===== config.mk =====
export PLATFORM = sky130hd
export DESIGN_NAME = stream_group_reverser
export DESIGN_NICKNAME = d
export VERILOG_FILES = /design/src/sgr_pkg.sv /design/src/sgr_cell.sv /design/src/stream_group_reverser.sv
export SDC_FILE = /design/constraint.sdc
export NUM_CORES = 1
export LEC_CHECK = 0
export ABC_CLOCK_PERIOD_IN_PS = 13100
export BUFFER_PORTS_ARGS = -buffer_cell sky130_fd_sc_hd__buf_2
export CAP_MARGIN = 0
export CORE_ASPECT_RATIO = 1.4
export CORE_MARGIN = 3
export CORE_UTILIZATION = 57
export CTS_CLUSTER_SIZE = 14
export DETAILED_ROUTE_END_ITERATION = 10
export PLACE_DENSITY = 0.77
export SYNTH_ARGS = -nofsm -noshare
export SYNTH_HDL_FRONTEND = slang
export SYNTH_SLANG_ARGS = --single-unit
export TNS_END_PERCENT = 20

===== constraint.sdc =====
create_clock -name i_clk -period 13.1 [get_ports i_clk]
set_input_delay 2.62 -clock i_clk [delete_from_list [all_inputs] [get_ports i_clk]]
set_output_delay 2.62 -clock i_clk [all_outputs]
set_load 0.01 [all_outputs]

===== src/sgr_pkg.sv =====
// ----------------------------------------------------------------------------
// sgr_pkg
// Shared types and constants for the stream group reverser: the shift
// operation code that drives every cell of the storage chain, and the group size width.
// ----------------------------------------------------------------------------
package sgr_pkg;

    // shift operation shared by every cell of the chain
    typedef logic [1:0] t_shift_op;

    localparam t_shift_op OP_HOLD = 2'd0;  // every cell keeps its data
    localparam t_shift_op OP_UP   = 2'd1;  // cell i takes cell i-1, cell 0 takes input
    localparam t_shift_op OP_DOWN = 2'd2;  // cell i takes cell i+1

    // width of the group size register
    localparam int GROUP_SIZE_W = 5;

endpackage


===== src/sgr_cell.sv =====
// ----------------------------------------------------------------------------
// sgr_cell
// One storage cell of the reversal chain. Holds one element and takes the
// element of its lower or upper neighbor when the chain shifts.
// ----------------------------------------------------------------------------
module sgr_cell #(
    parameter int DATA_WIDTH = 32
) (
    input  logic                  i_clk,
    input  sgr_pkg::t_shift_op    i_op,
    input  logic [DATA_WIDTH-1:0] i_from_below,
    input  logic [DATA_WIDTH-1:0] i_from_above,
    output logic [DATA_WIDTH-1:0] o_data
);
    import sgr_pkg::*;

    logic [DATA_WIDTH-1:0] r_data;
    logic [DATA_WIDTH-1:0] n_data;

    // neighbor select
    always_comb begin
        case (i_op)
            OP_UP:   n_data = i_from_below;
            OP_DOWN: n_data = i_from_above;
            OP_HOLD: n_data = r_data;
            default: n_data = r_data;
        endcase
    end

    // payload register, no reset
    always_ff @(posedge i_clk) begin
        r_data <= n_data;
    end

    assign o_data = r_data;

endmodule


===== src/stream_group_reverser.sv =====
// Output: the first element of a complete group goes straight to the output
// register if it is free; otherwise, as for a partial group, it is pushed
// into the chain first. Input: one element per cycle while collecting; the
// input is not ready while a group drains from the chain.
// Reset: synchronous active low; clears fill count, remaining count, state,
// output valid and sets group size to 1. Cell contents stay undefined until written.
// ----------------------------------------------------------------------------
// stream_group_reverser
// Reverses a stream of list elements in groups of a configured size. A
// partial group at the end of the list leaves in its original order. The
// elements sit in a chain of shift cells: newest at cell 0.
// ----------------------------------------------------------------------------
module stream_group_reverser #(
    parameter int MAX_GROUP  = 16,
    parameter int DATA_WIDTH = 32
) (
    input  logic                                i_clk,
    input  logic                                i_rst_n,
    // configuration
    input  logic                                i_cfg_we,
    input  logic [sgr_pkg::GROUP_SIZE_W-1:0]    i_cfg_data,
    // input channel
    input  logic                                i_valid,
    output logic                                o_ready,
    input  logic signed [DATA_WIDTH-1:0]        i_value,
    input  logic                                i_is_final,
    // output channel
    output logic                                o_valid,
    input  logic                                i_ready,
    output logic signed [DATA_WIDTH-1:0]        o_out_value,
    output logic                                o_run_end,
    output logic                                o_list_end
);
    import sgr_pkg::*;

    localparam int CW = $clog2(MAX_GROUP + 1);
    localparam int IW = $clog2(MAX_GROUP);
    localparam int EW = ((CW > GROUP_SIZE_W) ? CW : GROUP_SIZE_W) + 1;

    localparam logic S_COLLECT = 1'b0;
    localparam logic S_DRAIN   = 1'b1;

    // control registers
    logic                    r_state,      n_state;
    logic [CW-1:0]           r_fill,       n_fill;
    logic [CW-1:0]           r_left,       n_left;
    logic                    r_rev,        n_rev;
    logic                    r_fin,        n_fin;
    logic [IW-1:0]           r_idx,        n_idx;
    logic [GROUP_SIZE_W-1:0] r_group_size;
    logic                    r_out_valid,  n_out_valid;
    logic [DATA_WIDTH-1:0]   r_out_value,  n_out_value;
    logic                    r_run_end,    n_run_end;
    logic                    r_list_end,   n_list_end;

    logic                    w_accept;
    logic                    w_out_free;
    logic [EW-1:0]           w_group_eff;
    logic [EW-1:0]           w_fill_next;
    logic                    w_complete;
    t_shift_op               w_op;
    logic [DATA_WIDTH-1:0]   w_cell [MAX_GROUP];
    logic [DATA_WIDTH-1:0]   w_drain_data;

    assign o_ready    = (r_state == S_COLLECT);
    assign w_accept   = i_valid && o_ready;
    assign w_out_free = !r_out_valid || i_ready;

    // effective group size: zero counts as one, saturate at the chain length
    always_comb begin
        w_group_eff = EW'(r_group_size);
        if (r_group_size == '0) begin
            w_group_eff = EW'(1);
        end else if (EW'(r_group_size) > EW'(MAX_GROUP)) begin
            w_group_eff = EW'(MAX_GROUP);
        end
    end

    assign w_fill_next = EW'(r_fill) + EW'(1);
    assign w_complete  = (w_fill_next >= w_group_eff);

    // cell chain
    for (genvar gi = 0; gi < MAX_GROUP; gi++) begin : g_chain
        logic [DATA_WIDTH-1:0] w_below;
        logic [DATA_WIDTH-1:0] w_above;
        if (gi == 0) begin : g_head
            assign w_below = i_value;
        end else begin : g_body
            assign w_below = w_cell[gi-1];
        end
        if (gi == MAX_GROUP - 1) begin : g_top
            assign w_above = w_cell[gi];
        end else begin : g_mid
            assign w_above = w_cell[gi+1];
        end
        sgr_cell #(
            .DATA_WIDTH (DATA_WIDTH)
        ) u_cell (
            .i_clk        (i_clk),
            .i_op         (w_op),
            .i_from_below (w_below),
            .i_from_above (w_above),
            .o_data       (w_cell[gi])
        );
    end

    // reversed drain pops the head, in-order drain reads the oldest slot
    assign w_drain_data = r_rev ? w_cell[0] : w_cell[r_idx];

    // sequencer
    always_comb begin
        n_state     = r_state;
        n_fill      = r_fill;
        n_left      = r_left;
        n_rev       = r_rev;
        n_fin       = r_fin;
        n_idx       = r_idx;
        n_out_valid = r_out_valid && !i_ready;
        n_out_value = r_out_value;
        n_run_end   = r_run_end;
        n_list_end  = r_list_end;
        w_op        = OP_HOLD;

        case (r_state)
            S_COLLECT: begin
                if (w_accept) begin
                    if (w_complete && w_out_free) begin
                        // newest element leaves at once, the rest pop from the head
                        n_out_valid = 1'b1;
                        n_out_value = i_value;
                        n_run_end   = (r_fill == '0);
                        n_list_end  = (r_fill == '0) && i_is_final;
                        n_rev       = 1'b1;
                        n_fin       = i_is_final;
                        n_left      = r_fill;
                        n_fill      = '0;
                        if (r_fill != '0) begin
                            n_state = S_DRAIN;
                        end
                    end else if (w_complete) begin
                        // output register busy: push and drain reversed
                        w_op    = OP_UP;
                        n_rev   = 1'b1;
                        n_fin   = i_is_final;
                        n_left  = CW'(w_fill_next);
                        n_fill  = '0;
                        n_state = S_DRAIN;
                    end else if (i_is_final) begin
                        // partial group, drain oldest first
                        w_op    = OP_UP;
                        n_rev   = 1'b0;
                        n_fin   = 1'b1;
                        n_idx   = r_fill[IW-1:0];
                        n_left  = CW'(w_fill_next);
                        n_fill  = '0;
                        n_state = S_DRAIN;
                    end else begin
                        w_op   = OP_UP;
                        n_fill = CW'(w_fill_next);
                    end
                end
            end
            S_DRAIN: begin
                if (w_out_free) begin
                    w_op        = r_rev ? OP_DOWN : OP_UP;
                    n_out_valid = 1'b1;
                    n_out_value = w_drain_data;
                    n_run_end   = (r_left == CW'(1));
                    n_list_end  = (r_left == CW'(1)) && r_fin;
                    n_left      = r_left - CW'(1);
                    if (r_left == CW'(1)) begin
                        n_state = S_COLLECT;
                    end
                end
            end
            default: begin
                n_state = S_COLLECT;
            end
        endcase
    end

    // control state
    always_ff @(posedge i_clk) begin
        if (!i_rst_n) begin
            r_state      <= S_COLLECT;
            r_fill       <= '0;
            r_left       <= '0;
            r_out_valid  <= 1'b0;
            r_group_size <= GROUP_SIZE_W'(1);
        end else begin
            r_state     <= n_state;
            r_fill      <= n_fill;
            r_left      <= n_left;
            r_out_valid <= n_out_valid;
            if (i_cfg_we) begin
                r_group_size <= i_cfg_data;
            end
        end
    end

    // payload and drain mode registers
    always_ff @(posedge i_clk) begin
        r_rev       <= n_rev;
        r_fin       <= n_fin;
        r_idx       <= n_idx;
        r_out_value <= n_out_value;
        r_run_end   <= n_run_end;
        r_list_end  <= n_list_end;
    end

    assign o_valid     = r_out_valid;
    assign o_out_value = r_out_value;
    assign o_run_end   = r_run_end;
    assign o_list_end  = r_list_end;

endmodule

### After elaboration in Yosys (flattened, before gate mapping)

Index checks and enable logic that the tools add are counted.

| word-level totals | value |
|---|---|
| register bits after elaboration | 569 |
| bits of input ports | 43 |
| word-level logic and storage cells | 125 |

| cells by class | value |
|---|---|
| add/subtract/negate cells | 2 |
| bitwise logic cells | 4 |
| muxes and demuxes | 63 |
| magnitude comparators | 3 |
| reduce and logical (&&, ||, !) cells | 19 |
| equality and inequality tests | 7 |

Operators by type and width:

| cell | number |
|---|---|
| case mux 32 bit (2 select lines) | 16 |
| two-way mux 32 bit | 6 |
| binary-select mux 32 bit (select 4 bit) | 1 |
| two-way mux 5 bit | 10 |
| two-way mux 1 bit | 22 |
| logical NOT 5 bit | 2 |
| case mux 5 bit (2 select lines) | 1 |
| AND reduction 3 bit | 3 |
| case mux 1 bit (2 select lines) | 4 |
| adder 5 x 1 -> 6 bit, second input constant | 1 |
| >= comparator 6 bit | 1 |
| inequality test 2 x 1 -> 1 bit, second input constant | 3 |
| == test 5 x 1 -> 1 bit, second input constant | 1 |
| >= comparator 5 bit, second input constant | 1 |
| greater-than comparator 5 bit, second input constant | 1 |
| logical AND 1 bit | 5 |
| NOT 4 -> 5 bit | 1 |
| AND reduction 5 bit | 1 |
| nonzero test 5 bit | 1 |
| subtractor 5 x 1 -> 5 bit, second input constant | 1 |
| two-way mux 2 bit | 2 |
| inequality test 4 x 1 -> 1 bit, second input constant | 1 |
| case mux 2 bit (2 select lines) | 1 |
| NOT 1 bit | 3 |
| 8 further kinds | 9 |

### Depth between registers and ports, before layout

| depth | value |
|---|---|
| depth after elaboration | 10 |
| mapped depth | 15 |
| gate-level depth less buffers | 12 |

### Hierarchy

Synthesis repeated with hierarchy kept, for this count alone.

| unflattened totals | value |
|---|---|
| cell total of the unflattened synthesis | 1,711 |
| area, all modules | 31,074.8 um^2 |

By module, submodules not included:

| module | instances | sequential area each (um^2) | cells each | area an instance (um^2) |
|---|---|---|---|---|
| sgr_cell | 16 | 960.9 | 71 | 1,525.2 |
| stream_group_reverser | 1 | 1,541.5 | 575 | 6,671.4 |

### Worst setup path after synthesis

No wires, ideal clock.

| path | value |
|---|---|
| kind | input to register |
| start point | input port i_ready |
| end point | register g_chain[0].u_cell.r_data[0] (enable) |
| arrival | 13.040 ns |
| setup slack | -0.768 ns |
| stages on the path | 8 |
| library setup time | 0.829 ns |
| path through | nand2b_1 clkbuf_1 nand4_1 o221a_2 nand2_1 o21ai_0 ha_1 inv_1 |

| on the way | value |
|---|---|
| cells in the longest elaborated chain, start to end | 7 |

Ends and longest elaborated chain:

| item | line | text |
|---|---|---|
| start, declared | stream_group_reverser.sv:29 | `input logic i_ready,` |
| logical OR 1 bit (*) | stream_group_reverser.sv:67 | `assign w_out_free = !r_out_valid \|\| i_ready;` |
| logical AND 1 bit | stream_group_reverser.sv:127 | `if (w_complete && w_out_free) begin` |
| two-way mux 1 bit | stream_group_reverser.sv:127 |  |
| two-way mux 1 bit | stream_group_reverser.sv:126 | `if (w_accept) begin` |
| case mux 2 bit (2 select lines) (*) | stream_group_reverser.sv:124 | `case (r_state)` |
| == test 2 x 1 -> 1 bit or == test 2 bit (tied branches) | - |  |
| nonzero test 2 bit (no source line) (*) | - |  |
| end signal, assigned | sgr_cell.sv:32 | `r_data <= n_data;` |
| end, declared | sgr_cell.sv:17 | `logic [DATA_WIDTH-1:0] r_data;` |

Every way passes the cells marked *; elsewhere a longest branch is shown, timed or not.
A chain may end at the register's enable or synchronous reset.

### Worst setup path after layout

| path | value |
|---|---|
| start point | input port i_ready |
| end point | register g_chain[10].u_cell.r_data[30], data pin |

| on the way | value |
|---|---|
| cells in the longest elaborated chain, start to end | 7 |

Ends and longest elaborated chain:

| item | line | text |
|---|---|---|
| logical OR 1 bit (*) | stream_group_reverser.sv:67 |  |
| logical AND 1 bit | stream_group_reverser.sv:127 |  |
| two-way mux 1 bit | stream_group_reverser.sv:127 |  |
| two-way mux 1 bit | stream_group_reverser.sv:126 |  |
| case mux 2 bit (2 select lines) (*) | stream_group_reverser.sv:124 |  |
| == test 2 bit or == test 2 x 1 -> 1 bit (tied branches) | - |  |
| case mux 32 bit (2 select lines) (*) | sgr_cell.sv:22 | `case (i_op)` |
| named net g_chain[10].u_cell.n_data[30] | sgr_cell.sv:18 | `logic [DATA_WIDTH-1:0] n_data;` |
| end signal, assigned | sgr_cell.sv:32 |  |
| end, declared | sgr_cell.sv:17 |  |

Mark *: on every way through the listed nets, which the timed path passes. The rest lies on a longest branch.

==> results_dict.tcl <==
set metrics [dict create \
    ys_types 43 \
    post_cts_buffers 0 \
    fin_tns_setup_ns 0 \
    port_buffers 78 \
    grtUsageTotal_pct 19.8 \
    ctsHoldBuffers 0 \
    period_needed_ns 6.25 \
    initial_utilization_pct 57.9 \
    status "complete, no violations" \
    worstMarginPinSlew_ns 1.24 \
    yosysSeqAreaShare_pct 60.6 \
    synthMuxAreaShare_pct 33.7 \
    grt_max_degree 206 \
    hold_viol_final 0 \
    wl_per_cell_um 22.2 \
    rows 95 \
    synthesis.area_mm2 0.0279 \
    multi_input_area_mm2 0.0105 \
    dp_hpwl_um 28000 \
    finalCritPeriodShare_pct 47.7 \
    synth_seq_cells 569 \
    synth_fp_nets 1604 \
    via_per_inst 6.25 \
    clockBufferDepth 3 \
    drive_above_1_share_pct 50.2 \
    reg2reg_to "g_chain[10].u_cell.o_data[30]$_DFFE_PP_" \
    power_per_cell_area_mw_per_mm2 180 \
    grt_setup_unrepaired "false" \
    cp_max_fo 82 \
    netlist_top_cells_count "edfxtp_1 (552), mux2_2 (481), mux4_2 (160)" \
    cp.arrival_ns 6.59 \
    antenna_cells 0 \
    synthTopCellsByArea "edfxtp_1 (59%), mux2_2 (19%), mux4_2 (13%)" \
    synth.top_cell.area_share_pct 59.3 \
    cts.sinks 569 \
    antenna_found_initial 1 \
    synthAdderAreaFrac_pct 0.538 \
    min_path_type "reg -> reg" \
    hold_depth 0 \
    synthMostInstantiatedCell "edfxtp_1" \
    cts_tree "done" \
    r2r_slack_ns 7.76 \
    clkTransAtPathRegs_ns 0.06 \
    regArea_mm2 0.0169 \
    fmax_mhz 160 \
    drtAntennaViolNets 0 \
    reg2regPathDepth 13 \
    synth_compound_area_share_pct 1.67 \
    route.detailed.drc 0 \
    synthCells 1549 \
    slew_violations 0 \
    cts_resized 0 \
    synth_top_family_by_area "multiplexers" \
    die_h_um 268 \
    grt_overflow 0 \
    finClkSkew_ns 0.0147 \
    synthSimpleGateAreaFrac_pct 1.43 \
    async_reset_ff_share_pct 0 \
    ir_drop_mv 0.150 \
    crit_path_end_kind "flop" \
    holdWs_ns 0.467 \
    cts_buffers 54 \
    drt_first_pass_iters 5 \
    leakage_uw 0.0100 \
    synth_edf_count 552 \
    num_vias 14200 \
    area_delta_synth_final_pct 9.37 \
    wirelength_um 50400 \
    ys_warn_count 0 \
    htree_levels 2 \
    synth_ff_type "edfxtp_1" \
    setup_violations 0 \
    grt_pass1_wl_um 81100 \
    synth_largest_area_cell "edfxtp_1" \
    worstSetupStartpointType "input pin" \
    fillCellCount 3461 \
    dieArea_mm2 0.0517 \
    io_pins 79 \
    synth.avg_cell_area_um2 18.0 \
    r2r-start "r_fill[0]$_SDFFE_PN0P_" \
    insertion_delay_ns 0.60 \
    die_w_um 193 \
    cap_viol_max_count 0 \
    drtIter0Drc 1023 \
    synth-xor-area-share_pct 0.251 \
    critical_path_required_ns 13.44 \
    num-nets-final 1647 \
    core_mm2 0.0483 \
    gp_congestion 0.778 \
    path_class "in -> reg" \
    grt_pass1_vias 14700 \
    slew_headroom_pct 17.4 \
    cts_root_buffer "clkbuf_16" \
    whs_endpoint "g_chain[15].u_cell.o_data[12]$_DFFE_PN_" \
    hold_path_startpoint "g_chain[14].u_cell.o_data[12]$_DFFE_PP_" \
]
-- flip-flops by register name, indices dropped and copies added (netlist names) --
signal / count
o_run_end: 1
g_chain.u_cell.o_data: 512
o_list_end: 1
o_out_value: 32
r_rev: 1
r_fin: 1
r_fill: 5
r_state: 1
o_valid: 1
r_group_size: 5
r_left: 5
r_idx: 4
-- placed cells by master (no fill, tap or decap), types with 5 or more instances in the layout --
cell type	synthesis	routed
edfxtp_1	552	552
mux2_2	481	481
mux4_2	160	160
buf_2	19	78
clkbuf_16	0	55
a21oi_1	39	39
mux2i_1	38	38
nor2_1	38	37
nand2_1	22	22
dfxtp_1	17	16
clkinv_1	0	15
buf_4	8	15
clkbuf_1	74	11
ha_1	12	10
clkinv_2	0	10
inv_1	10	9
o21ai_0	9	9
a21boi_0	7	7
nand3_1	6	6
nor2b_1	6	6
bufinv_16	0	6
nor3_1	5	5
-- area by class of cell --
| cell class | count | share of cell area (%) |
|---|---|---|
| Sequential cell | 569 | 55.4 |
| Multi-Input combinational cell | 861 | 34.4 |
| Clock buffer | 66 | 4.64 |
| Tap cell | 630 | 2.58 |
| Timing Repair Buffer | 96 | 1.84 |
| Clock inverter | 34 | 1.02 |
| Inverter | 10 | 0.135 |
-- routing by layer --
metal | global-route usage, % | wire length (um) | vias to the layer above
met5 | 0 | 13 | -
met4 | 5.03 | 1110 | 2
met3 | 3.14 | 2160 | 75
met2 | 33.2 | 25900 | 271
met1 | 27.3 | 21200 | 7420
li1 | - | - | 6394
-- power by group --
part | switching (uW) | internal [uW] | total (uW)
combinational | 466 | 563 | 1030
clock | 663 | 885 | 1550
sequential | 280 | 2640 | 2920
-- cell families after synthesis --
group	count (synthesis)
adders and majority gates	12
muxes	679
and+or+nand+nor	88
xor gates and xnor gates	8
AOI/OAI and AO/OA	74
DFF	569
buffers and inverters	119
-- worst max-delay path, cell delays in order --
cell      delay [ns]
buf_2           0.08
nand2b_1        0.29
nand4_1         0.15
o221a_2         0.32
nand2_1         0.07
o21ai_0         0.13
inv_1           0.18
ha_4            0.42
buf_4           0.87
buf_4           0.92
mux2_2          0.42
-- worst max path at each step --
stage / startpoint / end / slack [ns]
2_1_floorplan: i_ready / g_chain[0].u_cell.o_data[0]$_DFFE_PP_ / 1.69
3_3_place_gp: i_ready / g_chain[4].u_cell.o_data[30]$_DFFE_PP_ / 6.40
3_5_place_dp: i_ready / g_chain[11].u_cell.o_data[21]$_DFFE_PP_ / 6.27
4_1_cts: i_ready / g_chain[11].u_cell.o_data[21]$_DFFE_PP_ / 6.90
5_1_grt: i_ready / g_chain[0].u_cell.o_data[20]$_DFFE_PP_ / 6.62
6_report: i_ready / g_chain[10].u_cell.o_data[30]$_DFFE_PP_ / 6.85
-- stage by stage --
stage          utilization [%]  power, uW  setup WS [ns]  instance area (um^2)  cells
5_1_grt                   63.3       5750           6.62                 30600   2266
6_report                  63.3       5500           6.85                 30600   2266
2_1_floorplan                -       3770           1.69                 27900   1549
3_3_place_gp              59.7       3930           6.40                 28800   2166
3_5_place_dp              59.7       3990           6.27                 28800   2166
4_1_cts                   63.3       5560           6.90                 30600   2266
Note: power is estimated with default switching activity, not from simulation.
